### src/sv/smas_pkg.sv
// Shared types and constants for the sign majority agreement share unit.
`default_nettype none
package smas_pkg;

  localparam int PRICE_W = 32;
  localparam int FIELD_W = 17;
  localparam int DIV_STEPS = 17;
  localparam int STEP_W = 5;

  typedef logic [1:0] sign_t;
  localparam sign_t SIGN_FLAT = 2'b00;
  localparam sign_t SIGN_UP   = 2'b01;
  localparam sign_t SIGN_DOWN = 2'b11;

  typedef struct packed {
    logic neg;
    logic zero;
  } smas_flags_t;

endpackage
`default_nettype wire

### src/sv/sign_majority_agreement_share_unit.sv
// Top level of the sign majority agreement share unit.
// Takes one price beat at a time and is not ready again until that beat is
// finished. A beat whose price does not pair with a usable previous price
// passes through compare and finish only; a paired beat also scores, and once
// the sign window is full it first rotates the window through the tally logic
// one entry per cycle. A series_end beat adds restoring division (one quotient
// bit per cycle on the shared subtractor) and then a load of the result
// register; the division is skipped when nothing was scored. The load waits for
// as long as the previous report is still held unaccepted on the output. The
// result register holds a finished beat while the next series is already
// being taken in.
`default_nettype none
module sign_majority_agreement_share_unit
  import smas_pkg::*;
#(
  parameter int WINDOW = 5,
  parameter int SERIES_MAX = 65536
) (
  input  wire logic                      clk,
  input  wire logic                      rst_n,
  input  wire logic                      in_valid,
  output logic                           in_ready,
  input  wire logic signed [PRICE_W-1:0] in_price,
  input  wire logic                      in_price_missing,
  input  wire logic                      in_series_end,
  output logic                           out_valid,
  input  wire logic                      out_ready,
  output logic [FIELD_W-1:0]             out_share,
  output logic                           out_share_valid,
  output logic [FIELD_W-1:0]             out_scored_count,
  output logic [FIELD_W-1:0]             out_hit_count
);

  localparam int FILL_W = $clog2(WINDOW + 1);
  localparam int CNT_W  = $clog2(SERIES_MAX + 1);
  localparam int UNIT_W = (CNT_W + 2 > PRICE_W + 1) ? CNT_W + 2 : PRICE_W + 1;

  localparam logic [2:0] ST_IDLE  = 3'd0;
  localparam logic [2:0] ST_CMP   = 3'd1;
  localparam logic [2:0] ST_TALLY = 3'd2;
  localparam logic [2:0] ST_SCORE = 3'd3;
  localparam logic [2:0] ST_FIN   = 3'd4;
  localparam logic [2:0] ST_DIV   = 3'd5;
  localparam logic [2:0] ST_EMIT  = 3'd6;

  localparam logic [FILL_W-1:0] FILL_FULL = FILL_W'(WINDOW);
  localparam logic [CNT_W-1:0]  CNT_MAX   = CNT_W'(SERIES_MAX);
  localparam logic [STEP_W-1:0] STEP_LAST = STEP_W'(DIV_STEPS - 1);

  logic [2:0]                state_r;
  logic signed [PRICE_W-1:0] price_r;
  logic                      usable_r;
  logic                      last_r;
  logic signed [PRICE_W-1:0] prev_price_r;
  logic                      prev_usable_r;
  sign_t                     sign_r;
  sign_t                     win_r [WINDOW];
  logic [FILL_W-1:0]         fill_r;
  logic [FILL_W-1:0]         tally_idx_r;
  logic [FILL_W-1:0]         pos_r;
  logic [FILL_W-1:0]         neg_r;
  logic [CNT_W-1:0]          scored_cnt_r;
  logic [CNT_W-1:0]          hit_cnt_r;
  logic [CNT_W-1:0]          rem_r;
  logic [FIELD_W-1:0]        quot_r;
  logic [STEP_W-1:0]         step_r;
  logic                      out_valid_r;
  logic [FIELD_W-1:0]        out_share_r;
  logic                      out_share_valid_r;
  logic [FIELD_W-1:0]        out_scored_r;
  logic [FIELD_W-1:0]        out_hit_r;

  logic [UNIT_W-1:0] unit_a;
  logic [UNIT_W-1:0] unit_b;
  logic [UNIT_W-1:0] unit_diff;
  smas_flags_t       unit_flags;
  logic [CNT_W:0]    trial;
  sign_t             maj;
  logic              out_free;

  // One subtractor serves both the price compare and the division steps.
  smas_sub #(.W(UNIT_W)) u_sub (
    .a     (unit_a),
    .b     (unit_b),
    .diff  (unit_diff),
    .flags (unit_flags)
  );

  always_comb begin
    trial = (step_r == '0) ? {1'b0, rem_r} : {rem_r, 1'b0};
    if (state_r == ST_DIV) begin
      unit_a = UNIT_W'(trial);
      unit_b = UNIT_W'(scored_cnt_r);
    end else begin
      unit_a = UNIT_W'(signed'(price_r));
      unit_b = UNIT_W'(signed'(prev_price_r));
    end
    maj      = (pos_r > neg_r) ? SIGN_UP : SIGN_DOWN;
    out_free = !out_valid_r || out_ready;
  end

  assign in_ready = (state_r == ST_IDLE);

  always_ff @(posedge clk) begin
    if (!rst_n) begin
      state_r       <= ST_IDLE;
      prev_price_r  <= '0;
      prev_usable_r <= 1'b0;
      fill_r        <= '0;
      scored_cnt_r  <= '0;
      hit_cnt_r     <= '0;
      out_valid_r   <= 1'b0;
    end else begin
      // Emit reloads the result register itself when the old beat leaves.
      if (out_valid_r && out_ready && (state_r != ST_EMIT)) begin
        out_valid_r <= 1'b0;
      end
      unique case (state_r)
        ST_IDLE: begin
          if (in_valid) begin
            price_r  <= in_price;
            usable_r <= !in_price_missing && (in_price > 0);
            last_r   <= in_series_end;
            state_r  <= ST_CMP;
          end
        end
        ST_CMP: begin
          if (unit_flags.zero) begin
            sign_r <= SIGN_FLAT;
          end else if (unit_flags.neg) begin
            sign_r <= SIGN_DOWN;
          end else begin
            sign_r <= SIGN_UP;
          end
          prev_price_r  <= price_r;
          prev_usable_r <= usable_r;
          pos_r         <= '0;
          neg_r         <= '0;
          tally_idx_r   <= '0;
          if (usable_r && prev_usable_r) begin
            state_r <= (fill_r == FILL_FULL) ? ST_TALLY : ST_SCORE;
          end else begin
            state_r <= ST_FIN;
          end
        end
        ST_TALLY: begin
          // Rotate the window so each entry passes position zero once.
          if (win_r[0] == SIGN_UP) begin
            pos_r <= pos_r + 1'b1;
          end else if (win_r[0] == SIGN_DOWN) begin
            neg_r <= neg_r + 1'b1;
          end
          for (int k = 0; k < WINDOW - 1; k++) begin
            win_r[k] <= win_r[k+1];
          end
          win_r[WINDOW-1] <= win_r[0];
          tally_idx_r     <= tally_idx_r + 1'b1;
          if (tally_idx_r == FILL_FULL - 1'b1) begin
            state_r <= ST_SCORE;
          end
        end
        ST_SCORE: begin
          if (pos_r != neg_r) begin
            if (scored_cnt_r < CNT_MAX) begin
              scored_cnt_r <= scored_cnt_r + 1'b1;
            end
            if ((sign_r == maj) && (hit_cnt_r < CNT_MAX)) begin
              hit_cnt_r <= hit_cnt_r + 1'b1;
            end
          end
          for (int k = 0; k < WINDOW - 1; k++) begin
            win_r[k] <= win_r[k+1];
          end
          win_r[WINDOW-1] <= sign_r;
          if (fill_r != FILL_FULL) begin
            fill_r <= fill_r + 1'b1;
          end
          state_r <= ST_FIN;
        end
        ST_FIN: begin
          rem_r  <= (hit_cnt_r > scored_cnt_r) ? scored_cnt_r : hit_cnt_r;
          quot_r <= '0;
          step_r <= '0;
          if (!last_r) begin
            state_r <= ST_IDLE;
          end else if (scored_cnt_r == '0) begin
            state_r <= ST_EMIT;
          end else begin
            state_r <= ST_DIV;
          end
        end
        ST_DIV: begin
          // Restoring division: one quotient bit per step.
          if (!unit_flags.neg) begin
            rem_r <= unit_diff[CNT_W-1:0];
          end else begin
            rem_r <= trial[CNT_W-1:0];
          end
          quot_r <= {quot_r[FIELD_W-2:0], !unit_flags.neg};
          step_r <= step_r + 1'b1;
          if (step_r == STEP_LAST) begin
            state_r <= ST_EMIT;
          end
        end
        ST_EMIT: begin
          // Hold until the result register is free, then clear series state.
          if (out_free) begin
            out_valid_r       <= 1'b1;
            out_share_r       <= quot_r;
            out_share_valid_r <= (scored_cnt_r != '0);
            out_scored_r      <= FIELD_W'(scored_cnt_r);
            out_hit_r         <= FIELD_W'(hit_cnt_r);
            prev_price_r      <= '0;
            prev_usable_r     <= 1'b0;
            fill_r            <= '0;
            scored_cnt_r      <= '0;
            hit_cnt_r         <= '0;
            state_r           <= ST_IDLE;
          end
        end
        default: begin
          state_r <= ST_IDLE;
        end
      endcase
    end
  end

  assign out_valid        = out_valid_r;
  assign out_share        = out_share_r;
  assign out_share_valid  = out_share_valid_r;
  assign out_scored_count = out_scored_r;
  assign out_hit_count    = out_hit_r;

  assert property (@(posedge clk) disable iff (!rst_n)
    hit_cnt_r <= scored_cnt_r)
    else $error("hit count exceeds scored count");

  assert property (@(posedge clk) disable iff (!rst_n)
    fill_r <= FILL_FULL)
    else $error("window fill beyond window size");

  assert property (@(posedge clk) disable iff (!rst_n)
    $rose(out_valid_r) |-> $past(state_r) == ST_EMIT)
    else $error("result loaded outside emit");

  assert property (@(posedge clk) disable iff (!rst_n)
    (out_valid_r && !out_share_valid_r) |-> (out_share_r == '0) && (out_scored_r == '0))
    else $error("invalid share with nonzero share or scored count");

endmodule
`default_nettype wire

### src/sv/smas_sub.sv
// Shared subtract and compare unit: difference plus sign and zero flags.
`default_nettype none
module smas_sub
  import smas_pkg::*;
#(
  parameter int W = 33
) (
  input  wire logic [W-1:0] a,
  input  wire logic [W-1:0] b,
  output logic [W-1:0]      diff,
  output smas_flags_t       flags
);

  always_comb begin
    diff       = a - b;
    flags.neg  = diff[W-1];
    flags.zero = (diff == '0);
  end

endmodule
`default_nettype wire

### config.mk
export PLATFORM = sky130hd
export DESIGN_NAME = sign_majority_agreement_share_unit
export DESIGN_NICKNAME = d
export VERILOG_FILES = /design/src/sv/smas_pkg.sv /design/src/sv/sign_majority_agreement_share_unit.sv /design/src/sv/smas_sub.sv
export SDC_FILE = /design/constraint.sdc
export NUM_CORES = 1
export LEC_CHECK = 0
export ABC_AREA = 1
export BUFFER_PORTS_ARGS = -buffer_cell sky130_fd_sc_hd__clkbuf_2
export CAP_MARGIN = 20
export CORE_MARGIN = 1
export CORE_UTILIZATION = 40
export DETAILED_ROUTE_END_ITERATION = 12
export SETUP_SLACK_MARGIN = 0.1
export SLEW_MARGIN = 20
export SYNTH_ARGS = -nofsm -noshare
export SYNTH_HDL_FRONTEND = slang
export SYNTH_HIERARCHICAL = 1
export SYNTH_SLANG_ARGS = --single-unit
### constraint.sdc
create_clock -name clk -period 3.58 [get_ports clk]
set_input_delay 0.358 -clock clk [delete_from_list [all_inputs] [get_ports clk]]
set_output_delay 0.358 -clock clk [all_outputs]
set_load 0.005 [all_outputs]
==> flow_summary.toml <==
[clocking]
h-tree-depth = 1
cts_buffers = 25
cts.clk_slew.worst_paths_ps = 60
cts-root-buf = "clkbuf_16"
cts_tree = "yes"
insertion_delay_ps = 570
clk_path_buf_depth = 3
numClockSinks = 220

[timing]
hold-worst-slack_ps = 27.6
min_period_ps = 3460
drv_slew = 0
worst_slack_ps = 121
tns_ps = 0
fmax_mhz = 289
finalCritPeriodShare_pct = 96.6
setup_violations = 0
finClkSkew_ps = 36.5
tightest_slew_ps = 1020
rsz0062_at_grt = "true"
hold_violations = 0
relSlewSlack_pct = 31.6

[synth]
synth_area_per_cell_um2 = 7.64
syn_area_um2 = 13500
synth_fp_nets = 1867
syn_inst = 1765
ys_warn_count = 6

[final_layout]
finalNonFillerCells = 2390
final_util_pct = 49.2
n_antenna_cell = 0
area_delta_synth_final_pct = 19.9
post_route_cells_drive_above_1_share_pct = 15.9
layout.nets = 2032
final_area_um2 = 16200

[worst_setup_path]
path_cells = "nor2_4 -> nand3_4 -> bufbuf_16 -> o21ai_0 -> a21oi_2 -> a21o_1 -> ha_1 -> nand2_1 -> nor2_1 -> nand2_1 -> nand3_2 -> nand2_1 -> nand2_1 -> nand3_1 -> nor2_2 -> nand3_1 -> nor2_1 -> nand3_1 -> nor2_2 -> nor2_1"
rr_endpoint = "sign_r[1]$_SDFFCE_PP0P_"
cpPeakStageDelay_ps = 470
slowest_stage = "edfxtp_1"
cp-end-kind = "flop"
cpLargestDelayFamily = "simple AND/OR/NAND/NOR gates"
cp_common_cell = "nand2_1"
ff2ff_setup_slack_ps = 120
ff2ff_path_depth = 20
path_class = "flop to flop"
critPathMaxFanout = 16
crit_arrival_ps = 3750
cp.buffers_inverters = 1
start_kind = "flop"
required_ps = 3870
rr_startpoint = "step_r[3]$_SDFFCE_PN0P_"

[die]
dieWidth_um = 186
ios = 92
die_area_um2 = 34500
start_util_pct = 41.0
num_rows = 66
fp.dieH_um = 186
coreArea_um2 = 32900

[flow_run]
cap_viol_max_count = 0

[placement]
placed_cell_area_um2 = 14800
place_congestion = 0.947
place_hpwl_mm = 27.1
place_ws_ps = -22.0
dpl.cell_count = 2307
port_buffers = 91

[grt]
antenna_found_initial = 0
overflow = 0
grt_max_degree = 40
grt_pass1_wl_mm = 56.6
grt_pass1_vias = 10900
track_usage_pct = 21.1

[route]
drt_iter0_drc = 1043
avgRoutedWirePerCell_um = 15.1
finalWirelength_mm = 36.1
drc_errors = 0
avgViaCountPerCell = 5.03
ant_nets = 0
firstDrtPassIters = 8
via_count = 12000

[min_path]
hold_start = "in_price[30]"
hold_class = "primary input to flop"
holdPathStages = 1
min_to = "price_r[30]$_DFFE_PP_"

[pwr]
totalPowerFinal_mw = 11.1
leakagePower_nw = 7.53
irDropWorstVdd_mv = 0.453
p_per_area_nw_per_um2 = 686

[outcome]
outcome = "complete, no violations"
-- layer usage --
layer,GRT usage [%],wire [µm],vias to the layer above
met5,0,0,-
met2,33.1,15800,388
li1,-,-,6057
met3,2.68,2400,57
met1,30.0,17000,5519
met4,6.59,900,0
-- layout make-up --
cell class	count	area (µm²)
clock buffer	32	673
multi-input combinational	1157	6340
fill	3301	16700
tap	442	553
sequential	220	5870
clock inverter	13	109
timing repair buffer	183	1340
inverter	343	1290
-- worst max path at each step --
stage	start	to	slack, ps	cells past startpoint
6_report	step_r[3]$_SDFFCE_PN0P_	sign_r[1]$_SDFFCE_PP0P_	120	20
3_3_place_gp	step_r[1]$_SDFFCE_PN0P_	rem_r[5]$_DFFE_PP_	60	24
2_1_floorplan	step_r[0]$_SDFFCE_PN0P_	rem_r[11]$_DFFE_PP_	30	26
5_1_grt	step_r[0]$_SDFFCE_PN0P_	sign_r[1]$_SDFFCE_PP0P_	-70	25
4_1_cts	step_r[0]$_SDFFCE_PN0P_	rem_r[15]$_DFFE_PP_	100	24
3_5_place_dp	step_r[1]$_SDFFCE_PN0P_	rem_r[10]$_DFFE_PP_	-20	24
-- timing repair --
| item | CTS | global route |
|---|---|---|
| pin swaps | 2 | 6 |
| gates resized for setup | 15 | 40 |
| buffers inserted | 2 | 3 |
| cloned | 1 | 0 |
| setup endpoints to repair | 19 | 20 |
| hold endpoints to repair | 31 | 0 |
| hold buffers | 31 | 0 |
-- power breakdown --
group | switching [mW] | internal, mW | total (mW)
clock | 1.04 | 1.41 | 2.45
sequential | 0.174 | 3.17 | 3.34
combinational | 3.48 | 1.81 | 5.29
total | 4.70 | 6.39 | 11.1
-- cells in the final DEF (no fill, tap or decap), drive strengths merged, types with 20 or more instances in the layout --
cell type and n:
a21oi 70, buf 60, clkbuf 123, dfxtp 74
dlygate4sd3 31, edfxtp 146, ha 63, inv 344
nand2 477, nand3 135, nand4 38, nor2 186
nor3 20, o21ai 59, o21bai 20
-- state kept, by name (all words and copies together) (netlist names), 5 cells and up --
signal and count:
hit_cnt_r 17, out_hit_count 17, out_scored_count 17, out_share 17
prev_price_r 32, price_r 32, quot_r 17, rem_r 17
scored_cnt_r 17, step_r 5, win_r 10
Note: power is estimated with default switching activity, not from simulation.
